<file path="src/sv/rfpw_pkg.sv">
// Package with sizes, codes and control types for the rotated framebuffer pixel writer.
`timescale 1ns / 1ps

package rfpw_pkg;

  localparam int SCREEN_WIDTH = 400;
  localparam int SCREEN_HEIGHT = 300;
  localparam int STORE_BYTES = 15000;

  localparam int CFG_INDEX_W = 3;
  localparam int CFG_DATA_W = 9;

  localparam int COORD_MAX = (SCREEN_WIDTH > SCREEN_HEIGHT) ?
                             ((SCREEN_WIDTH > 511) ? SCREEN_WIDTH : 511) :
                             ((SCREEN_HEIGHT > 511) ? SCREEN_HEIGHT : 511);
  localparam int CW = $clog2(COORD_MAX + 1);
  localparam int ADDR_W = (STORE_BYTES > 1) ? $clog2(STORE_BYTES) : 1;
  localparam int IDX_W = (2 * CW - 2 > ADDR_W + 1) ? 2 * CW - 2 : ADDR_W + 1;

  localparam logic [8:0] PAGE_WIDTH_RESET = 9'd400;
  localparam logic [8:0] PAGE_HEIGHT_RESET = 9'd300;

  typedef enum logic [CFG_INDEX_W-1:0] {
    REG_ROTATION      = 3'd0,
    REG_PAGED_MODE    = 3'd1,
    REG_PAGE_ORIGIN_X = 3'd2,
    REG_PAGE_ORIGIN_Y = 3'd3,
    REG_PAGE_WIDTH    = 3'd4,
    REG_PAGE_HEIGHT   = 3'd5
  } cfg_reg_t;

  typedef enum logic [2:0] {
    ST_CLEAR,
    ST_IDLE,
    ST_MAP,
    ST_OFFSET,
    ST_MULT,
    ST_ADDR,
    ST_READ,
    ST_COMMIT
  } state_t;

  typedef struct packed {
    logic ready;
    logic clear;
    logic map;
    logic offset;
    logic mult;
    logic addr;
    logic read;
    logic commit;
  } cmd_t;

  typedef struct packed {
    logic accept;
    logic clear_last;
    logic out_free;
  } status_t;

endpackage

</file>
<file path="src/sv/rfpw_ctrl.sv">
// Sequencer that steps one pixel transaction through the datapath.
`timescale 1ns / 1ps

module rfpw_ctrl (
  input  logic            clk,
  input  logic            rst,
  input  rfpw_pkg::status_t status,
  output rfpw_pkg::cmd_t    cmd
);
  import rfpw_pkg::*;

  state_t state;
  state_t state_next;

  always_ff @(posedge clk) begin
    if (rst) begin
      state <= ST_CLEAR;
    end else begin
      state <= state_next;
    end
  end

  always_comb begin
    state_next = state;
    unique case (state)
      ST_CLEAR: begin
        if (status.clear_last) begin
          state_next = ST_IDLE;
        end
      end
      ST_IDLE: begin
        if (status.accept) begin
          state_next = ST_MAP;
        end
      end
      ST_MAP:    state_next = ST_OFFSET;
      ST_OFFSET: state_next = ST_MULT;
      ST_MULT:   state_next = ST_ADDR;
      ST_ADDR:   state_next = ST_READ;
      ST_READ:   state_next = ST_COMMIT;
      ST_COMMIT: begin
        if (status.out_free) begin
          state_next = ST_IDLE;
        end
      end
      default: state_next = ST_CLEAR;
    endcase
  end

  always_comb begin
    cmd = '0;
    unique case (state)
      ST_CLEAR:  cmd.clear = 1'b1;
      ST_IDLE:   cmd.ready = 1'b1;
      ST_MAP:    cmd.map = 1'b1;
      ST_OFFSET: cmd.offset = 1'b1;
      ST_MULT:   cmd.mult = 1'b1;
      ST_ADDR:   cmd.addr = 1'b1;
      ST_READ:   cmd.read = 1'b1;
      ST_COMMIT: cmd.commit = status.out_free;
      default:   cmd = '0;
    endcase
  end

endmodule

</file>
<file path="config.mk">
export PLATFORM = sky130hd
export DESIGN_NAME = rfpw_ctrl
export DESIGN_NICKNAME = d
export VERILOG_FILES = /design/src/sv/rfpw_pkg.sv /design/src/sv/rfpw_ctrl.sv
export SDC_FILE = /design/constraint.sdc
export NUM_CORES = 1
export LEC_CHECK = 0
export BUFFER_PORTS_ARGS = -buffer_cell sky130_fd_sc_hd__buf_2
export CAP_MARGIN = 10
export CORE_AREA = 8 8 45 47
export DETAILED_ROUTE_END_ITERATION = 12
export DIE_AREA = 0 0 53 55
export GPL_ROUTABILITY_DRIVEN = 0
export PLACE_DENSITY = 0.39
export REMOVE_ABC_BUFFERS = 1
export SLEW_MARGIN = 20
export SYNTH_ARGS = -nofsm -noshare
export SYNTH_HDL_FRONTEND = slang
export SYNTH_SLANG_ARGS = --single-unit
</file>
<file path="constraint.sdc">
create_clock -name clk -period 1 [get_ports clk]
set_input_delay 0.05 -clock clk [delete_from_list [all_inputs] [get_ports clk]]
set_output_delay 0.05 -clock clk [all_outputs]
set_load 0.01 [all_outputs]
</file>
# Word level (Yosys, flattened, before mapping)
# Cells that the tools add are included.
# op_classes
add_sub_neg	0
multipliers	0
div_mod_pow	0
magnitude_cmp	0
eq_ne	10
shift	0
mux	12
n_bitwise	0
n_reduce_logical	2
# op_table
op	n
3-bit one-hot mux with 8 select lines	1
3-bit == test (second input constant)	4
3-bit two-way mux	3
1-bit two-way mux	8
3-bit by 2-bit == test with 1-bit output (second input constant)	2
2-bit != test (second input constant)	3
3-bit by 1-bit == test with 1-bit output (second input constant)	1
3-bit zero test	1
3-bit AND reduction	1
# word_totals
reg_bits	3
latchBits	0
ram_bits	0
mem_bits_ro	0
input_bits	5
memories	0

# Depth between registers and ports, before layout
# Gate-level depths: netlist (run 1).
# depth
depth_word	3
depth_mapped	4
mapped_depth_nobuf	3

# Least setup slack after synthesis (run 1)
# No wires, ideal clock.
# synth_path
kind	register to register
startpoint	register state[0]
endpoint	register state[0]
setup_time_ns	0.129
t_arrival_ns	0.835
required_time_ns	0.871
path_slack_ns	0.037
path_stages_with_launch	4
n_path_buf	0
synth_period_minus_slack_ns	0.963
path_cell_list	dfxtp_1 > nand2_1 > nor2_1 > nor4_2
# synth_via
elab_chain_cells	3
# synth_rtl
element	line	text
from (decl)	rfpw_ctrl.sv:12	state_t state;
from (signal assigned)	rfpw_ctrl.sv:19	state <= state_next;
3-bit by 1-bit == test with 1-bit output (tied with other cells)	rfpw_ctrl.sv:25	unique case (state)
2-bit != test (no source line)	--	
3-bit AND reduction (no source line)	--	
# Parallel ways exist; a longest one is shown, timed or not.
# A chain may end at the register's enable or synchronous reset.

==> results.cfg, run 1 <==
[timing]
period_needed_ns = 1.075
rsz0062_at_grt = yes
finalSetupViolations = 8
clock.fmax_mhz = 930.3
hold_violations = 0
drv_slew = 0
tightest_slew_ns = 0.2346
skew_ns = 0.003188
setup_ws_ns = -0.07494
period_share_pct = 107.5
relSlewSlack_pct = 84.23

[power]
p_leak_nw = 0.1839
switchingPower_w = 0.0001693
p_per_area_nw_per_um2 = 1300
p_sw_share_pct = 31.17
internal_power_w = 0.0003738
power_frac_clock_pct = 39.2
seqPwrFrac_pct = 29.7
power_frac_comb_pct = 31.1
peakVddDrop_uv = 496.7

[drt]
drtAntennaViolNets = 0
detail_route.vias_per_cell = 4.210
vias = 261
firstDrtPassIters = 1
drt-initial-drc-count = 0
post-route-drc-count = 0
wl_per_cell_um = 12.23
wirelength_um = 758

[final_layout]
synthToLayoutAreaGrowth_pct = 116.9
fin_util_pct = 30.20
instances_no_fill = 62
antennaDiodeCount = 0
design_area_um2 = 417.9
top_register = state
largest_reg_flops = 3
layout.nets = 52
drive_above_1_share_pct = 82.61
reg.largest.list = state x3

[grt]
busiest_layer = met4
grt_pass1_vias = 264
grt_util_met3_pct = 3.209
grtUsageMet1_pct = 5.606
use_met2_pct = 7.617
antenna_found_initial = 0
overflow = 0
grt_usage_pct = 5.786
grt_pass1_wl_um = 1131
grt_max_degree = 9

[floorplanning]
initial_core_util_pct = 13.92
rows = 14
fp.dieH_um = 55
die_area_um2 = 2915
io_pins = 13
chipWidth_um = 53
core_um2 = 1384

[worst_setup_path]
worstPathArrival_ns = 1.02
startpoint_type = flop
crit_required_ns = 0.95
crit_fanout = 6
crit_type = reg2out
end_kind = output pin

[placed_design]
place_inst = 54
io_buffer_count = 12
post-dp-hpwl_um = 502.6
place_area_um2 = 276.5

[run_status]
violations = setup timing
outcome = finished, violations left

[yosys]
syn_area_per_cell_um2 = 7.707
yosysTopAreaCell = dfxtp_1
postSynthCellCount = 25
synth_seq_cells = 3
ys_seq_area_share_pct = 31.17
synth_top_area_share_pct = 31.17
yosysWarnings = 0
synth_area_um2 = 192.7
ys_top_cells_by_area = dfxtp_1, nor2_1, nor3b_1, nor4_2, buf_6
synth_cell_types = 14

[cts]
clk_latency_ns = 0.23
htreeDepth = 1
root_buffer = clkbuf_4
cts_tree = built
clkTransAtPathRegs_ns = 0.04
holdBufCountCts = 0
numCtsBuffers = 3
clk_path_buf_depth = 2
clock-sinks = 3

[job]
max_cap_viol_count = 0

[min_path]
worstHoldPathType = in2reg
## path summary, 6_finish.rpt
kind | cells after the start | startpoint | endpoint | slack, ns
max reg2reg | 4 | state[2] | state[1] | 0.01
min reg2reg | 2 | state[2] | state[2] | 0.56
max | 3 | state[0] | cmd[6] | -0.07
min | 2 | rst | state[2] | 0.06
## final cells by class
| cell class | count | area, um^2 |
|---|---|---|
| Tap cell | 16 | 20.02 |
| Inverter | 2 | 10.01 |
| Sequential cell | 3 | 71.32 |
| Multi-Input combinational cell | 19 | 170.2 |
| Fill cell | 149 | 965.9 |
| Timing Repair Buffer | 18 | 120.1 |
| Clock buffer | 4 | 26.28 |
## routing by layer
metal	vias to the layer above	routed length (um)
li1	131	-
met1	111	309
met2	15	300
met3	4	122
met4	0	25
met5	-	0
## cell usage after synthesis
| cell type | n |
|---|---|
| nor3b_1 | 2 |
| nand2b_2 | 1 |
| a31o_1 | 1 |
| inv_1 | 2 |
| dfxtp_1 | 3 |
| nand2_1 | 2 |
| o21ai_0 | 1 |
| nor3_2 | 1 |
| nor4_1 | 1 |
| a211oi_1 | 1 |
| nor4_2 | 1 |
| nor3_1 | 2 |
| nor2_1 | 6 |
| buf_6 | 1 |
## power by group through the flow
stage                      logic, W  clock network (W)  registers, W
after CTS                  0.000149           0.000226      0.000157
after global placement     0.000109                  0      0.000153
after global routing       0.000183           0.000235      0.000165
after detailed placement   0.000107                  0      0.000152
after floorplan           0.0000583                  0      0.000149
final                      0.000169           0.000213      0.000161
## logic make-up after synthesis
kind of cell / after synthesis / share of synthesized area (%)
flops: 3 / 31.17
buf+inv: 3 / 9.741
simple gates: 16 / 48.05
compound gates: 3 / 11.04
## stage by stage
step	hold WS [ns]	setup WS [ns]	setup TNS, ns	power, W
2_1_floorplan	0.1210	0.03683	0	0.0002078
6_report	0.06287	-0.07494	-0.3389	0.0005431
5_1_grt	0.06809	-0.1192	-0.8314	0.0005828
3_5_place_dp	0.2907	0.03095	0	0.0002587
3_3_place_gp	0.3050	0.002143	0	0.0002622
4_1_cts	0.03024	-0.07808	-0.4396	0.0005316
## timing repair
item                       in CTS  in global routing
gates resized for setup        20                  5
pin swaps                       4                  4
buffers inserted                4                  0
setup endpoints to repair       8                 11
## layout by cell type (no fill, tap or decap)
cell type | netlist | routed
clkbuf_1 | 0 | 1
buf_4 | 0 | 2
buf_6 | 1 | 4
nor3b_2 | 0 | 2
nor4_2 | 1 | 2
nor2_1 | 6 | 2
inv_4 | 0 | 1
a31o_1 | 1 | 1
nand2_1 | 2 | 1
nor3_4 | 0 | 2
nand2b_4 | 0 | 1
nor2_2 | 0 | 4
a211oi_1 | 1 | 1
inv_1 | 2 | 1
nand2_2 | 0 | 1
dfxtp_4 | 0 | 3
buf_2 | 0 | 12
clkbuf_4 | 0 | 3
nor3_2 | 1 | 1
o21ai_0 | 1 | 1
## worst max-delay path, stage by stage (launching register included)
cell and delay [ns]:
dfxtp_4 0.37, buf_6 0.13, nor3_2 0.14, buf_2 0.15
Note: power is estimated with default switching activity, not from simulation.
==> inputs of run 2 (changes only) <==
==> constraint.sdc (replaced) <==
create_clock -name clk -period 1.03 [get_ports clk]
set_input_delay 0.0515 -clock clk [delete_from_list [all_inputs] [get_ports clk]]
set_output_delay 0.0515 -clock clk [all_outputs]
set_load 0.01 [all_outputs]
==> run 2 against run 1 <==
The run still ends with setup timing left; flip-flop and latch count is the same; via count shrank 4.6%; sequential share of layout area grew 2.1 points; wire length shrank 10%; critical endpoint is now cmd[1]; highest routed layer is now met3.
==> results.cfg, run 2 (synthesized netlist as in run 1, its figures left out) <==
[cts]
clkTransAtPathRegs_ns = 0.04
htreeDepth = 1
cts_tree = built
root_buffer = clkbuf_4
clk_path_buf_depth = 2
clock-sinks = 3
numCtsBuffers = 3
clk_latency_ns = 0.23

[worst_setup_path]
crit_fanout = 8
slowest_delay_ns = 0.41
startpoint_type = flop
crit_type = reg2out
crit_path_top_delay_cell = dfxtp_4
cp.buffers_inverters = 2
crit_required_ns = 0.98
crit_family = flip-flops
end_kind = output pin
crit_path_cell_trace = inv_4 -> nor3b_2 -> buf_2
worstPathArrival_ns = 1.02

[grt]
grt_pass1_wl_um = 1041
grt_pass1_vias = 243
grt_max_degree = 9
antenna_found_initial = 0
overflow = 0
use_met2_pct = 6.250
grt_usage_pct = 5.295
grtUsageMet1_pct = 5.303
grt_util_met3_pct = 4.813
busiest_layer = met2

[min_path]
worstHoldPathType = in2reg

[placed_design]
io_buffer_count = 12
place_area_um2 = 269.0
pre_cts_ws_ns = 0.04648
post-dp-hpwl_um = 494.9

[final_layout]
reg.largest.list = state x3
synthToLayoutAreaGrowth_pct = 92.86
antennaDiodeCount = 0
largest_reg_flops = 3
layout.nets = 49
final_common_cell = buf_2
final_cell_mix = buf_2, nor2_2, nor3_2, clkbuf_4, dfxtp_4
top_register = state
design_area_um2 = 371.6
drive_above_1_share_pct = 76.74

[drt]
detail_route.vias_per_cell = 4.220
drt-initial-drc-count = 0
drtAntennaViolNets = 0
vias = 249
wirelength_um = 679
firstDrtPassIters = 1
wl_per_cell_um = 11.51
post-route-drc-count = 0

[power]
finalPower_w = 0.0004961
p_leak_nw = 0.1573
peakVddDrop_uv = 382.1
p_per_area_nw_per_um2 = 1335

[timing]
tightest_slew_ns = 0.3577
whs_ns = 0.03803
setup_ws_ns = -0.03954
drv_slew = 0
rsz0062_at_grt = yes
period_share_pct = 103.8
skew_ns = 0.001670
hold_violations = 0
clock.fmax_mhz = 935.0
period_needed_ns = 1.070
finalSetupViolations = 5
relSlewSlack_pct = 75.94

[run_status]
outcome = finished, violations left
violations = setup timing

[floorplanning]
core_um2 = 1384
fp.dieH_um = 55
io_pins = 13
chipWidth_um = 53
rows = 14
die_area_um2 = 2915
initial_core_util_pct = 13.92

[job]
max_cap_viol_count = 0
[run 2: cell count changes in the layout (fill, tap and decap cells not counted), sizes merged]
cell,before,now
buf,18,15
[run 2: stage by stage]
step / TNS, ns / instances / util (%)
after global routing: -0.5610 / 59 / 26.85
after global placement: -0.007798 / 53 / 19.44
final: -0.07603 / 59 / 26.85
after CTS: -0.1022 / 58 / 24.59
after floorplan: 0 / 24 / -
after detailed placement: 0 / 53 / 19.44
[run 2: layout make-up]
cell class	count	area, um^2
Multi-Input combinational cell	19	151.4
Tap cell	16	20.02
Clock buffer	4	26.28
Sequential cell	3	71.32
Inverter	2	10.01
Timing Repair Buffer	15	92.59
Fill cell	159	1012
[run 2: per-layer routing]
metal  part of all wire, %  vias up
li1                      -      123
met4                     0        0
met5                     0        -
met3                    22        0
met1                    43      111
met2                    35       15
[run 2: where the power goes]
part	internal [W]	switching, W
registers	0.000128	0.0000261
clock network	0.000145	0.0000642
logic	0.0000689	0.0000634
[run 2: what timing repair did]
action / in CTS / in global routing
resized for setup: 14 / 6
pin swaps: 2 / 0
hold buffers: 0 / 0
setup endpoints to repair: 7 / 9
buffers inserted: 1 / 1
[run 2: worst paths after layout]
path,end,startpoint,cells after the start,slack [ns]
setup / recovery,cmd[1],state[2],3,-0.04
hold / removal,state[2],rst,2,0.04
setup reg to reg,state[0],state[0],3,-0.01
hold reg to reg,state[1],state[1],1,0.54
==> inputs of run 3 (changes only) <==
--- a/config.mk
+++ b/config.mk
@@ -12,7 +12,6 @@
 export DIE_AREA = 0 0 53 55
 export GPL_ROUTABILITY_DRIVEN = 0
 export PLACE_DENSITY = 0.39
-export REMOVE_ABC_BUFFERS = 1
 export SLEW_MARGIN = 20
 export SYNTH_ARGS = -nofsm -noshare
 export SYNTH_HDL_FRONTEND = slang
==> run 3 against run 2 <==
The run still ends with setup timing left; non-clock buffer count rose by 1; design area rose by 1.7%; flip-flop and latch count did not move; hold slack got worse by 0.0014 ns; fmax barely moved; critical path type unchanged; critical endpoint is now cmd[3]; largest power group unchanged.
==> results.cfg, run 3 (synthesized netlist as in run 1, its figures left out) <==
[timing]
setup_ws_ns = -0.04014
period_share_pct = 103.9
finalSetupViolations = 5
rsz0062_at_grt = yes
whs_ns = 0.03661
skew_ns = 0.001915
period_needed_ns = 1.070
clock.fmax_mhz = 934.5
relSlewSlack_pct = 79.31
tightest_slew_ns = 0.3075
hold_violations = 0
drv_slew = 0
fin_setup_tns_ns = -0.1069

[final_layout]
final_cell_mix = buf_2, nor2_1, clkbuf_4, buf_6, dfxtp_4
final_common_cell = buf_2
synthToLayoutAreaGrowth_pct = 96.10
largest_reg_flops = 3
reg.largest.list = state x3
antennaDiodeCount = 0
drive_above_1_share_pct = 75.00
instances_no_fill = 60
top_register = state
layout.nets = 50

[floorplanning]
die_area_um2 = 2915
rows = 14
chipWidth_um = 53
fp.dieH_um = 55
initial_core_util_pct = 13.92
core_um2 = 1384
io_pins = 13

[grt]
grt_pass1_vias = 276
overflow = 0
grt_usage_pct = 4.585
grt_max_degree = 9
antenna_found_initial = 0
grt_pass1_wl_um = 1014

[placed_design]
post-dp-hpwl_um = 484.8
io_buffer_count = 12
place_inst = 54

[cts]
clkTransAtPathRegs_ns = 0.04
clk_path_buf_depth = 2
htreeDepth = 1
holdBufCountCts = 0
numCtsBuffers = 3
cts_tree = built
clk_latency_ns = 0.23
root_buffer = clkbuf_4
clock-sinks = 3

[power]
p_leak_nw = 0.1645
p_per_area_nw_per_um2 = 1307
switchingPower_w = 0.0001466
power_frac_comb_pct = 27.9
power_frac_clock_pct = 41.6
seqPwrFrac_pct = 30.5
peakVddDrop_uv = 293.8
internal_power_w = 0.0003473
p_sw_share_pct = 29.68

[drt]
drt-initial-drc-count = 2
post-route-drc-count = 0
detail_route.vias_per_cell = 4.067
wirelength_um = 615
firstDrtPassIters = 2
wl_per_cell_um = 10.25
vias = 244
drtAntennaViolNets = 0

[worst_setup_path]
crit_required_ns = 0.98
startpoint_type = flop
crit_fanout = 5
rr_worst_depth = 3
endpoint = cmd[3]
worstPathArrival_ns = 1.02
r2r-end = state[0]
reg2reg_setup_slack_ns = 0.02
end_kind = output pin
crit_type = reg2out
r2r-start = state[2]
critPathLaunch = state[0]

[run_status]
violations = setup timing
outcome = finished, violations left

[yosys]
synth_nets = 30

[job]
max_cap_viol_count = 0

[min_path]
worstHoldPathType = in2reg
## run 3: layer usage
metal | vias up | part of all wire [%] | GRT usage, %
met4 | 0 | 0 | 2.586
li1 | 124 | - | -
met5 | - | 0 | 0
met1 | 117 | 30 | 3.636
met3 | 0 | 3.7 | 2.139
met2 | 3 | 66 | 8.984
## run 3: area by class of cell
cell class / count / area, um^2
clock buffers: 4 / 26.28
fillers: 157 / 1006
inverters: 2 / 7.507
multi-input cells: 19 / 148.9
flip-flops and latches: 3 / 71.32
well taps: 16 / 20.02
repair buffers: 16 / 103.9
## run 3: what timing repair did
action | 4_1_cts | 5_1_grt
pin swaps | 1 | 2
resized for setup | 18 | 1
endpoints found under the setup margin | 8 | 9
buffers inserted | 1 | 1
## run 3: power by group through the flow
stage          registers [W]   logic, W  clock network [W]
3_5_place_dp        0.000146   0.000105                  0
5_1_grt             0.000153   0.000150           0.000223
6_report            0.000151   0.000138           0.000206
2_1_floorplan       0.000143  0.0000625                  0
3_3_place_gp        0.000147   0.000107                  0
4_1_cts             0.000150   0.000129           0.000217
## run 3: through the flow
| step | cell area (um^2) | total power [W] | setup WS, ns | utilization (%) |
|---|---|---|---|---|
| 2_1_floorplan | 192.7 | 0.0002056 | 0.06679 | - |
| 3_3_place_gp | 276.5 | 0.0002540 | 0.04702 | 19.98 |
| 3_5_place_dp | 276.5 | 0.0002512 | 0.07215 | 19.98 |
| 4_1_cts | 367.9 | 0.0004958 | -0.04026 | 26.58 |
| 5_1_grt | 377.9 | 0.0005256 | -0.09003 | 27.31 |
| 6_report | 377.9 | 0.0004940 | -0.04014 | 27.31 |
## run 3: critical path: stages (launching register included)
cell and delay (ns):
dfxtp_4 0.36, buf_6 0.13, nor3_1 0.14, buf_2 0.16
## run 3: worst min-delay path by stage
stage                to  slack [ns]  depth (start not counted)  startpoint
6_report       state[0]        0.04                          2         rst
2_1_floorplan  state[0]        0.12                          1         rst
4_1_cts        state[0]        0.03                          2         rst
3_5_place_dp   state[0]        0.29                          2         rst
3_3_place_gp   state[0]        0.29                          2         rst
5_1_grt        state[0]        0.04                          2         rst
